==> config.mk <==
export PLATFORM = sky130hd
export DESIGN_NAME = hce_next_state
export DESIGN_NICKNAME = d
export VERILOG_FILES = /design/src/design/hce_pkg.sv /design/src/design/hce_next_state.sv
export SDC_FILE = /design/constraint.sdc
export NUM_CORES = 1
export LEC_CHECK = 0
export BUFFER_PORTS_ARGS = -buffer_cell sky130_fd_sc_hd__buf_4
export CAP_MARGIN = 20
export CORE_MARGIN = 3
export CORE_UTILIZATION = 40
export DETAILED_ROUTE_END_ITERATION = 7
export PLACE_DENSITY = 0.8
export SYNTH_ARGS = -nofsm -noshare
export SYNTH_HDL_FRONTEND = slang
export SYNTH_SLANG_ARGS = --single-unit
==> constraint.sdc <==
create_clock -name vclk -period 3.25
set_clock_uncertainty 0.2 [all_clocks]
set_input_delay 0 -clock vclk [all_inputs]
set_output_delay 0 -clock vclk [all_outputs]
set_load 0.02 [all_outputs]
==> src/design/hce_pkg.sv <==
package hce_pkg;

  localparam int FINEST_LEVEL_DEFAULT = 15;

  localparam int CELL_W  = 64;
  localparam int LEVEL_W = 4;
  localparam int DIGIT_W = 3;
  localparam int RES_LSB = 52;

  // Digit codes that the child walk cares about
  localparam logic [DIGIT_W-1:0] DIGIT_ZERO = 3'd0;
  localparam logic [DIGIT_W-1:0] DIGIT_LAST = 3'd6;
  localparam logic [DIGIT_W-1:0] DIGIT_SKIP = 3'd2;

  // Start or step selector
  localparam logic KIND_START = 1'b0;

  // A skip level of zero never matches a digit level, so it stands for "no skip".
  typedef struct packed {
    logic [CELL_W-1:0]  current_cell;
    logic [LEVEL_W-1:0] parent_level;
    logic [LEVEL_W-1:0] skip_position;
  } walk_state_t;

endpackage

==> src/design/hce_next_state.sv <==
module hce_next_state
  import hce_pkg::*;
#(
  parameter int FINEST_LEVEL = FINEST_LEVEL_DEFAULT
) (
  input  logic               kind,
  input  logic [CELL_W-1:0]  parent_index,
  input  logic [LEVEL_W-1:0] child_res,
  input  logic               pentagon_parent,
  input  walk_state_t        state,
  output walk_state_t        state_next
);

  localparam logic [LEVEL_W-1:0] FINEST = LEVEL_W'(FINEST_LEVEL);

  logic [LEVEL_W-1:0] parent_res;
  logic               start_ok;
  logic [CELL_W-1:0]  start_cell;

  logic [LEVEL_W-1:0] cur_res;
  logic               carry_in [0:FINEST_LEVEL];
  logic               exhausted;
  logic               skipped;
  logic [CELL_W-1:0]  step_cell;

  // Start: clear the digits between parent and child resolution, set the new resolution.
  always_comb begin
    parent_res = parent_index[RES_LSB +: LEVEL_W];
    start_ok   = (parent_index != '0) && (child_res >= parent_res) && (child_res <= FINEST);
    start_cell = parent_index;
    for (int r = 1; r <= FINEST_LEVEL; r++) begin
      if ((LEVEL_W'(r) > parent_res) && (LEVEL_W'(r) <= child_res)) begin
        start_cell[DIGIT_W*(FINEST_LEVEL-r) +: DIGIT_W] = DIGIT_ZERO;
      end
    end
    start_cell[RES_LSB +: LEVEL_W] = child_res;
  end

  // Step: carry enters at the child level and ripples up through every digit at its last value.
  always_comb begin
    cur_res = state.current_cell[RES_LSB +: LEVEL_W];
    carry_in[FINEST_LEVEL] = (cur_res == FINEST);
    for (int i = FINEST_LEVEL - 1; i >= 0; i--) begin
      carry_in[i] = (cur_res == LEVEL_W'(i)) ||
                    ((LEVEL_W'(i) < cur_res) && carry_in[i+1] &&
                     (state.current_cell[DIGIT_W*(FINEST_LEVEL-i-1) +: DIGIT_W] == DIGIT_LAST));
    end
    exhausted = 1'b0;
    for (int i = 0; i <= FINEST_LEVEL; i++) begin
      if ((state.parent_level == LEVEL_W'(i)) && carry_in[i]) begin
        exhausted = 1'b1;
      end
    end
  end

  always_comb begin : digit_update
    logic [DIGIT_W-1:0] d;
    step_cell = state.current_cell;
    skipped   = 1'b0;
    d         = DIGIT_ZERO;
    for (int r = 1; r <= FINEST_LEVEL; r++) begin
      d = state.current_cell[DIGIT_W*(FINEST_LEVEL-r) +: DIGIT_W];
      if ((LEVEL_W'(r) > state.parent_level) && carry_in[r]) begin
        // Pentagon: pass over the first digit value one at the skip level
        if ((state.skip_position == LEVEL_W'(r)) && (d == DIGIT_ZERO)) begin
          step_cell[DIGIT_W*(FINEST_LEVEL-r) +: DIGIT_W] = DIGIT_SKIP;
          skipped = 1'b1;
        end else if (d == DIGIT_LAST) begin
          step_cell[DIGIT_W*(FINEST_LEVEL-r) +: DIGIT_W] = DIGIT_ZERO;
        end else begin
          step_cell[DIGIT_W*(FINEST_LEVEL-r) +: DIGIT_W] = d + DIGIT_W'(1);
        end
      end
    end
  end

  always_comb begin
    if (kind == KIND_START) begin
      if (start_ok) begin
        state_next.current_cell  = start_cell;
        state_next.parent_level  = parent_res;
        state_next.skip_position = pentagon_parent ? child_res : '0;
      end else begin
        state_next = '0;
      end
    end else if (state.current_cell == '0) begin
      state_next = state;
    end else if (exhausted || (cur_res > FINEST)) begin
      state_next = '0;
    end else begin
      state_next.current_cell  = step_cell;
      state_next.parent_level  = state.parent_level;
      state_next.skip_position = skipped ? (state.skip_position - LEVEL_W'(1))
                                         : state.skip_position;
    end
  end

endmodule

==> metrics.md, run 1 <==
| Metric | Value |
|---|---|
| Sequential cell area | `0 um^2` |
| Avg Inst Size Synth | `around 6 um^2` |
| Total Negative Setup Slacks | `0 ns` |
| Slew margin rel. | `0.474` |
| Core area | `a little under 10000 um^2` |
| Final WS setup | `between 0.15 and 0.2 ns` |
| Syn Inst Count | `a little under 700` |
| HP Class | `in -> out` |
| Die width | `roughly 110 um` |
| Distinct cell type count after synthesis | `between 70 and 80` |
| Total global-route track usage | `0.326` |
| Biggest cell delay along the critical path | `between 0.4 and 0.5 ns` |
| Ant. Diodes | `0` |
| First-pass GRT wire length | `between 30000 and 40000 um` |
| Antenna violations before repair | `1` |
| Setup violators final | `0` |
| Routed via count | `~6300` |
| Wire length per cell | `~20 um` |
| P per Cell Area | `approximately 160 nW/um^2` |
| Post-Layout Cell Count | `about 1000` |
| VDD IR max | `approximately 0.00011 V` |
| Port Buf Inserts | `roughly 210` |
| CP delay by family, top | `simple AND/OR/NAND/NOR gates` |
| Sequential cell area fraction in the yosys report | `0` |
| Worst hold stages | `4` |
| Final slew viol count | `0` |
| Seq cells | `0` |
| Final core occ | `0.580` |
| Most frequent cell on the critical path | `buf_4` |
| RSZ-0062 raised after global routing | `no` |
| Vias per cell | `approximately 6.4` |
| Layout cells sized above 1 | `0.304` |
| Die Height | `between 100 and 150 um` |
| Min cycle time layout | `between 3 and 4 ns` |
| Die Area | `roughly 11000 um^2` |
| Slowest cell on the critical path | `nor4_4` |
| Worst path required time | `3.05 ns` |
| Routability-driven placement congestion ratio | `between 0.9 and 1` |
| Hpwl dp | `around 16000 um` |
| Vias in the first global route | `between 5000 and 6000` |
| Post-synth net total | `823` |
| Remaining global-route overflow | `0` |
| Lkg Pwr | `roughly 0.0023 uW` |
| CP Buf/Inv Count | `3` |
| Overall routed net length | `slightly below 20000 um` |
| Period utilization | `0.951` |
| Row count | `36` |
| Critical Path Source Type | `input pin` |
| Total of max-cap violations | `0` |
| Fillers | `1026` |
| Crit path cell chain | `buf_4, nor4_4, or3_1, o22ai_1, a211oi_1, o311a_1, o211ai_1, nor3_2, nand3_1, buf_12, o41ai_1, buf_4` |
| Worst Max-Slew Pin Slew | `0.787 ns` |
| Layout clock buffer count | `0` |
| Layout area overhead | `40.7%` |
| CP Depth | `12` |
| DRC viols | `0` |
| Placed insts | `986` |
| Iter 0 DRT Violations | `between 500 and 600` |
| Largest net degree at the start of global routing | `27` |
| Final ANT Viol Nets | `0` |
| Fmax | `roughly 0.32 GHz` |
| Crit end category | `output pin` |
| Outcome | `finished, final reports clean` |
| Cell area after synthesis | `4030 um^2` |
| Crit path kind | `in -> out` |
| Post-CTS Setup Repair Bufs | `0` |
| Initial Util | `0.413` |
| Dpl ws | `about 0.091 ns` |
| Final Hold Viols | `0` |
| Largest fanout on the critical path | `21` |
| IO Pins | `214` |
| Arr. time, crit path | `2.89 ns` |
| Detailed Routing Iterations Pass 1 | `5` |
| Final net count | `1005` |
| Synth Warn # | `0` |
[worst paths after layout]
kind | slack (ns) | start | endpoint
setup / recovery | 0.16 | state[61] | state_next[9]
hold / removal | 0.12 | parent_index[33] | state_next[41]
[cells by family (layout without fill, tap and decap cells)]
| logic type | count (synthesis) | in the layout | share of synthesized area |
|---|---|---|---|
| and+or+nand+nor | 344 | 344 | 0.443 |
| AOI/OAI and AO/OA | 232 | 232 | 0.393 |
| xor gates and xnor gates | 4 | 4 | 0.00869 |
| adders and majority gates | 8 | 8 | 0.0248 |
| buffers and inverters | 67 | 247 | 0.0847 |
| muxes | 18 | 18 | 0.0453 |
[synth_stat cells, drive strengths merged (16+ instances only)]
master | number | area [um^2]
nand3 | 32 | 160
nand2 | 89 | 334
mux2i | 16 | 160
buf | 22 | 166
a21oi | 48 | 255
clkbuf | 22 | 88.8
nand4 | 17 | 106
nor3 | 37 | 190
o21ai | 75 | 375
nor4 | 27 | 184
a22o | 22 | 193
nor2 | 67 | 256
inv | 22 | 82.6
[layer usage]
layer / vias to the layer above / share of wire / GRT usage
li1: 2922 / - / -
met1: 2865 / 0.40 / 0.435
met2: 451 / 0.46 / 0.529
met3: 66 / 0.10 / 0.0486
met4: 2 / 0.039 / 0.120
met5: - / 0.00066 / 0
[cell type report]
class,count,area (um^2),share of cell area
timing repair buffer,224,1720,0.303
tap,133,166,0.0293
multi-input combinational,606,3700,0.652
inverter,23,86.3,0.0152
[stage by stage]
stage	area (um^2)	power, uW	hold slack (ns)
after floorplan	4030	444	-0.0210
after global placement	5670	861	0.122
after detailed placement	5670	862	0.124
after CTS	5670	866	0.124
after global routing	5670	937	0.138
final	5670	883	0.121
[where the power goes]
part	leakage (uW)	switching (uW)	total, uW	internal (uW)
logic	0.00233	516	883	367
registers	0	0	0	0
clock network	0	0	0	0
[repair_timing]
item	4_1_cts	5_1_grt
gates resized for setup	0	1
endpoints found under the hold margin	0	0
hold buffers	0	0
setup endpoints to repair	0	4
[layout by cell type (no fill, tap or decap), types with 4 or more instances in the layout]
cell and instances:
nor2b_1 12, nand4_1 17, mux2i_1 16, o31ai_1 5
inv_1 22, a22o_1 22, a211oi_1 12, nor2_1 65
nand3b_1 8, o21ai_0 66, o211ai_1 4, a31oi_1 12
or2_2 5, a2111oi_0 4, ha_1 8, o21ai_1 9
and2_1 13, buf_4 221, a21oi_2 4, nand4b_1 5
o22ai_1 10, nor3_1 34, nor4_1 26, a21oi_1 44
nand3_1 32, nand2_1 89, and3_1 8, o21a_1 7
[worst min-delay path, delay by kind of cell]
family	cells	cell delay (ns)
buffers and inverters	2	0.22
AND/OR/NAND/NOR	1	0.04
AO/OA/AOI/OAI	1	0.06
(Power assumes the default switching activity.)
==> run 2, diff against run 1 <==
- CORE_ASPECT_RATIO: unset -> 1.75
==> run 2 against run 1 <==
  * Total power decreased by 1.8%
  * Via count hardly changed
  * Combinational power decreased by 2%
  * Largest cell class unchanged
  * Critical path depth unchanged
  * Wire length up 0.15%
  * Worst hold slack about the same
  * Setup slack gained 0.13 ns
  * Final cell count shrank 1.1%
==> metrics.md, run 2 (synthesis results as in run 1) <==
| Metric | Value |
|---|---|
| Outcome | `finished, final reports clean` |
| Remaining global-route overflow | `0 (unchanged)` |
| RSZ-0062 raised after global routing | `no` |
| Final ANT Viol Nets | `0 (unchanged)` |
| Commonest non-fill, non-tap cell in the layout | `buf_4` |
| Row count | `47 (+31%)` |
| Vias per cell | `6.47 (+1.1%)` |
| Worst Max-Slew Pin Slew | `0.842 ns (+0.0548 ns)` |
| Iter 0 DRT Violations | `638 (+19%)` |
| Routability-driven placement congestion ratio | `1.03 (+3.5%)` |
| Final slew viol count | `0 (unchanged)` |
| Layout clock buffer count | `0 (unchanged)` |
| Largest net degree at the start of global routing | `44 (+63%)` |
| Biggest cell delay along the critical path | `0.39 ns (-0.07 ns)` |
| Antenna violations before repair | `0 (-1)` |
| Core area | `9640 um^2 (-1.3%)` |
| Routed via count | `6307 (+0.016%)` |
| CP Buf/Inv Count | `2 (-1)` |
| VDD IR max | `0.000107 V (+1.9%)` |
| Crit path cell chain | `buf_4, nand4b_1, nor3_1, o2111ai_2, a21oi_4, a21oi_2, or3_4, o32ai_2, o21ai_1, xnor2_1, a32o_1, buf_4` |
| Min cycle time layout | `2.96 ns (-0.130 ns)` |
| Lkg Pwr | `0.00233 uW (-0.15%)` |
| Wire length per cell | `20.2 um (+1.3%)` |
| Overall routed net length | `19700 um (+0.15%)` |
| Arr. time, crit path | `2.76 ns (-0.13 ns)` |
| Vias in the first global route | `6009 (+3.3%)` |
| Final Power | `867 uW (-1.8%)` |
| Slowest cell on the critical path | `or3_4` |
| Total of max-cap violations | `0 (unchanged)` |
| Die width | `81.9 um (-23%)` |
| Crit end category | `output pin` |
| DRC viols | `0 (unchanged)` |
| P per Cell Area | `153 nW/um^2 (-1.5%)` |
| Die Height | `139 um (+30%)` |
| Slew margin rel. | `0.435 (-0.0393)` |
| Final Hold Viols | `0 (unchanged)` |
| Die Area | `11400 um^2 (+0.42%)` |
| Port Buf Inserts | `214 (unchanged)` |
| Post-CTS Setup Repair Bufs | `0 (unchanged)` |
| Fmax | `0.338 GHz (+4.4%)` |
| First-pass GRT wire length | `30800 um (+1.9%)` |
| Seq cells | `0 (unchanged)` |
| Detailed Routing Iterations Pass 1 | `5 (unchanged)` |
| Initial Util | `0.418 (+0.00557)` |
| CP delay by family, top | `compound AO/OA/AOI/OAI gates` |
| Most frequent cells in the layout | `buf_4 (222), nand2_1 (89), o21ai_0 (66), nor2_1 (65), a21oi_1 (44)` |
| Critical Path Source Type | `input pin` |
| Worst path required time | `3.05 ns (about the same)` |
| Layout cells sized above 1 | `0.304 (unchanged)` |
| Final net count | `1005 (unchanged)` |
| Period utilization | `0.911 (-0.0401)` |
| Post-CTS Resized | `0 (unchanged)` |
| HP Class | `in -> out` |
| Ant. Diodes | `0 (unchanged)` |
| Hpwl dp | `16300 um (+1.9%)` |
| Largest fanout on the critical path | `19 (-9.5%)` |
| Crit path kind | `in -> out` |
| Post-CTS Hold Fix Bufs | `0 (unchanged)` |
| Most frequent cell on the critical path | `buf_4` |
| Total global-route track usage | `0.337 (+0.0106)` |
| Setup violators final | `0 (unchanged)` |
| Fillers | `970 (-5.5%)` |
| Layout area overhead | `40.2%` |
| Sequential cell area | `0 um^2 (unchanged)` |
| Total Negative Setup Slacks | `0 ns (unchanged)` |
| IO Pins | `214 (unchanged)` |
-- run 2: cell counts in the layout (fill, tap and decap cells not counted) --
Identical to the previous run, type by type.
-- run 2: cell type report --
| type | count | area [um^2] | share of cell area |
|---|---|---|---|
| Tap cell | 122 | 153 | 0.0270 |
| Multi-Input combinational cell | 606 | 3710 | 0.656 |
| Inverter | 23 | 86.3 | 0.0153 |
| Timing Repair Buffer | 224 | 1710 | 0.302 |
-- run 2: stage by stage --
step / area, um^2 / utilization / setup slack [ns] / instances / hold WS (ns)
floorplan: 4030 / - / 0.541 / 673 / -0.0210
global placement: 5640 / 0.585 / 0.363 / 975 / 0.120
detailed placement: 5640 / 0.585 / 0.311 / 975 / 0.118
CTS: 5640 / 0.585 / 0.280 / 975 / 0.118
global route: 5650 / 0.586 / 0.0757 / 975 / 0.139
finish: 5650 / 0.586 / 0.290 / 975 / 0.121
-- run 2: layer usage --
layer  global-route usage  part of all wire  vias up  routed length [um]
met3               0.0416             0.078       87                1530
met2                0.600              0.52      404               10200
met5                    0                 0        -                   0
li1                     -                 -     2932                   -
met1                0.393              0.35     2884                6960
met4                0.129             0.051        0                1010
-- run 2: power by group --
| part | total, uW | switching, uW | internal [uW] |
|---|---|---|---|
| clock | 0 | 0 | 0 |
| combinational | 867 | 505 | 362 |
| sequential | 0 | 0 | 0 |
-- run 2: worst paths after layout --
kind	from	depth (start not counted)	slack, ns	to
setup / recovery	state[63]	12	0.29	state_next[2]
hold / removal	parent_index[7]	4	0.12	state_next[15]
-- run 2: worst min-delay path, stage by stage --
cell	delay [ns]
buf_4	0.08
nand2_1	0.04
o21ai_0	0.06
buf_4	0.14
